`config.mk`:
```
export PLATFORM = sky130hd
export DESIGN_NAME = rc4_ram
export DESIGN_NICKNAME = d
export VERILOG_FILES = /design/src/hw/rtl/rc4_ram.sv
export SDC_FILE = /design/constraint.sdc
export NUM_CORES = 2
export LEC_CHECK = 0
export BUFFER_PORTS_ARGS = -buffer_cell sky130_fd_sc_hd__clkbuf_2
export CAP_MARGIN = 30
export CORE_MARGIN = 2
export CORE_UTILIZATION = 67
export DETAILED_ROUTE_END_ITERATION = 12
export GPL_ROUTABILITY_DRIVEN = 0
export PLACE_DENSITY = 0.83
export SLEW_MARGIN = 10
export SYNTH_ARGS = -nofsm -noshare
export SYNTH_HDL_FRONTEND = slang
export SYNTH_SLANG_ARGS = --single-unit
```
`constraint.sdc`:
```
create_clock -name clk -period 6.9 [get_ports clk]
set_input_delay 0.345 -clock clk [delete_from_list [all_inputs] [get_ports clk]]
set_output_delay 0.345 -clock clk [all_outputs]
set_load 0.1 [all_outputs]
```
`src/hw/rtl/rc4_ram.sv`:
```
// Generic single-clock RAM: one write port, one read port, registered read data.
// Depends on nothing; used for the key store and the S-box.
module rc4_ram #(
    parameter int WIDTH = 8,
    parameter int DEPTH = 256,
    parameter int AW    = (DEPTH > 1) ? $clog2(DEPTH) : 1
) (
    input  logic             clk,
    input  logic             we,
    input  logic [AW-1:0]    waddr,
    input  logic [WIDTH-1:0] wdata,
    input  logic             re,
    input  logic [AW-1:0]    raddr,
    output logic [WIDTH-1:0] rdata
);

    logic [WIDTH-1:0] mem [DEPTH];
    logic [WIDTH-1:0] rdata_reg;

    always_ff @(posedge clk)
    begin
        if (we)
        begin
            mem[waddr] <= wdata;
        end
        if (re)
        begin
            rdata_reg <= mem[raddr];
        end
    end

    assign rdata = rdata_reg;

endmodule

```
==> impl_metrics.tcl <==
set metrics [dict create \
    outcome "finished clean" \
    crit_fanout 80 \
    synth-edff-count 2056 \
    fmax_mhz 247 \
    dieArea_um2 122000 \
    p_leak_nw 27.0 \
    area_growth_pct 9.85 \
    critPathRequiredTime_ns 7.42 \
    irDropWorstVdd_v 0.000301 \
    yosysWarnings 0 \
    fin_hold_ws_ns 0.0968 \
    min_period_over_period 0.587 \
    dpl.hpwl_um 113000 \
    slew_headroom 0.285 \
    yosysSeqAreaShare 0.775 \
    crit_slowest_cell "a221oi_1" \
    worst_slew_pin_slew_ns 1.07 \
    cts-resized-gates 0 \
    path_buf_inv 4 \
    synthCells 3733 \
    p_per_area_nw_per_um2 290 \
    crit_family "buffers and inverters" \
    crit_chain "buf_8 > buf_12 > buf_12 > buf_4 > mux4_2 > a22o_1 > a221oi_1 > o32ai_1 > nor3_1 > nor4_1" \
    antenna_left 0 \
    wl_per_cell_um 38.7 \
    clkSlewWorstSetupHoldPaths_ns 0.07 \
    clock_skew_ns 0.0338 \
    min_period_ns 4.05 \
    die-width_um 349 \
    cts_buffers 191 \
    grtUsageTotal 0.355 \
    fin_nets 3858 \
    drv_cap 0 \
    async_reset_ff_frac 0 \
    synth_seq_cells 2056 \
    cpMostUsedCell "buf_12" \
    layout_commonest_cell "edfxtp_1" \
    endpoint_kind "flop" \
    finalHoldViolCount 0 \
    drive_above_1_share 0.219 \
    via_per_inst 7.63 \
    cts.sinks 2056 \
    final_cell_mix "2056 x edfxtp_1, 454 x mux4_2, 279 x nor2_1" \
    drtIter0Drc 7843 \
    start_kind "input port" \
    grt_max_degree 159 \
    ioPinCount 35 \
    numPortBuffers 34 \
    rsz0062_at_grt "no" \
    cts_tree "built" \
    initial_core_util 0.675 \
    via_count 42200 \
    yosysUniqueCellTypes 54 \
    dr.pass1.iters 8 \
    clock_path_buffers 3 \
    synthesis.area_um2 79600 \
    largest_register_ffs 2048 \
    drv_slew 0 \
    rows 126 \
    drc_errors 0 \
    routed_wl_um 214000 \
    final_core_util 0.742 \
    cts_htree_levels 4 \
    die_h_um 349 \
    path_class "input port to flop" \
    clk_latency_ns 0.81 \
    grt_remaining_overflow 0 \
    core_um2 118000 \
    max_stage_delay_ns 0.76 \
    fin_tns_setup_ns 0 \
    synth_area_per_cell_um2 21.3 \
    syn-num-nets 3760 \
    min_path_type "input port to flop" \
    grt_pass1_wl_um 303000 \
    grt_pass1_vias 42200 \
    synthFlopType "edfxtp_1" \
    antenna_found_initial 6 \
    cp.arrival_ns 4.57 \
    setup_violations 0 \
    cts_root_buf "clkbuf_16" \
]
-- routing by layer --
layer  up-vias  global-route usage  part of all wire
met2      4195               0.551              0.48
met4         8               0.177             0.060
met3       814              0.0999              0.15
met5         -                   0           0.00020
met1     21300               0.472              0.32
li1      15900                   -                 -
-- worst paths after layout --
kind / start / to / slack, ns / cells after the start
max reg2reg: mem[208][3] / rdata[3] / 3.72 / 6
max: raddr[0] / rdata[5] / 2.85 / 10
min reg2reg: mem[48][0] / rdata[0] / 1.14 / 5
min: wdata[7] / mem[8][7] / 0.1 / 1
-- through the flow --
step	cells	area [um2]	total power, mW	worst slack, ns
after floorplan	3733	79600	14.8	4.48
after global placement	5153	81200	15.2	2.05
after detailed placement	5157	81300	15.3	2.30
after CTS	5507	87200	25.2	3.04
after global routing	5524	87500	25.8	2.73
final	5529	87500	25.4	2.85
-- worst reg2reg max path, stage by stage (launching register included) --
cell and delay [ns]:
edfxtp_1 0.43, mux4_2 0.49, a22o_1 0.31, a221oi_1 0.47, o32ai_1 0.26, nor3_1 0.83, nor4_1 0.14
-- power by group --
group          switching, mW  internal, mW  total (mW)
Combinational          0.907         0.414        1.32
Sequential            0.0203          13.8        13.8
Clock                   4.66          5.58        10.2
-- synth_stat cells (21+ instances only) --
master | number | share of area
a22oi_1 | 133 | 0.013
clkbuf_1 | 111 | 0.0052
nor2b_1 | 31 | 0.0024
buf_6 | 21 | 0.0030
edfxtp_1 | 2056 | 0.78
a21oi_1 | 96 | 0.0060
nor4_1 | 24 | 0.0019
nand2_1 | 33 | 0.0016
o22ai_1 | 28 | 0.0022
mux2i_1 | 134 | 0.017
nor2_1 | 282 | 0.013
nor3_1 | 22 | 0.0014
mux4_2 | 454 | 0.13
buf_2 | 31 | 0.0019
buf_4 | 27 | 0.0025
nand3_1 | 34 | 0.0021
o221ai_1 | 46 | 0.0051
buf_1 | 22 | 0.0010
-- timing repair --
item	in CTS	in global routing
hold buffers	0	1
setup buffers	0	0
setup endpoints to repair	0	0
endpoints found under the hold margin	0	22
-- kinds of logic (layout without fill, tap and decap cells) --
family	Yosys count	count (layout)	synth area share
AO/OA/AOI/OAI	385	385	0.0342
flip-flops	2056	2056	0.775
multiplexers	591	591	0.146
other	0	5	0
buffers and inverters	235	490	0.0183
AND/OR/NAND/NOR	466	466	0.0263
-- layout make-up --
type                    instances  area, um2
flip-flops and latches       2056      61700
fillers                      5843      30400
multi-input cells            1442      16500
clock buffers                 230       5010
well taps                    1536       1920
repair buffers                138       1350
clock inverters               120        917
diodes                          5       12.5
inverters                       2       7.51
No activity file was read; power rests on OpenSTA's default activity.
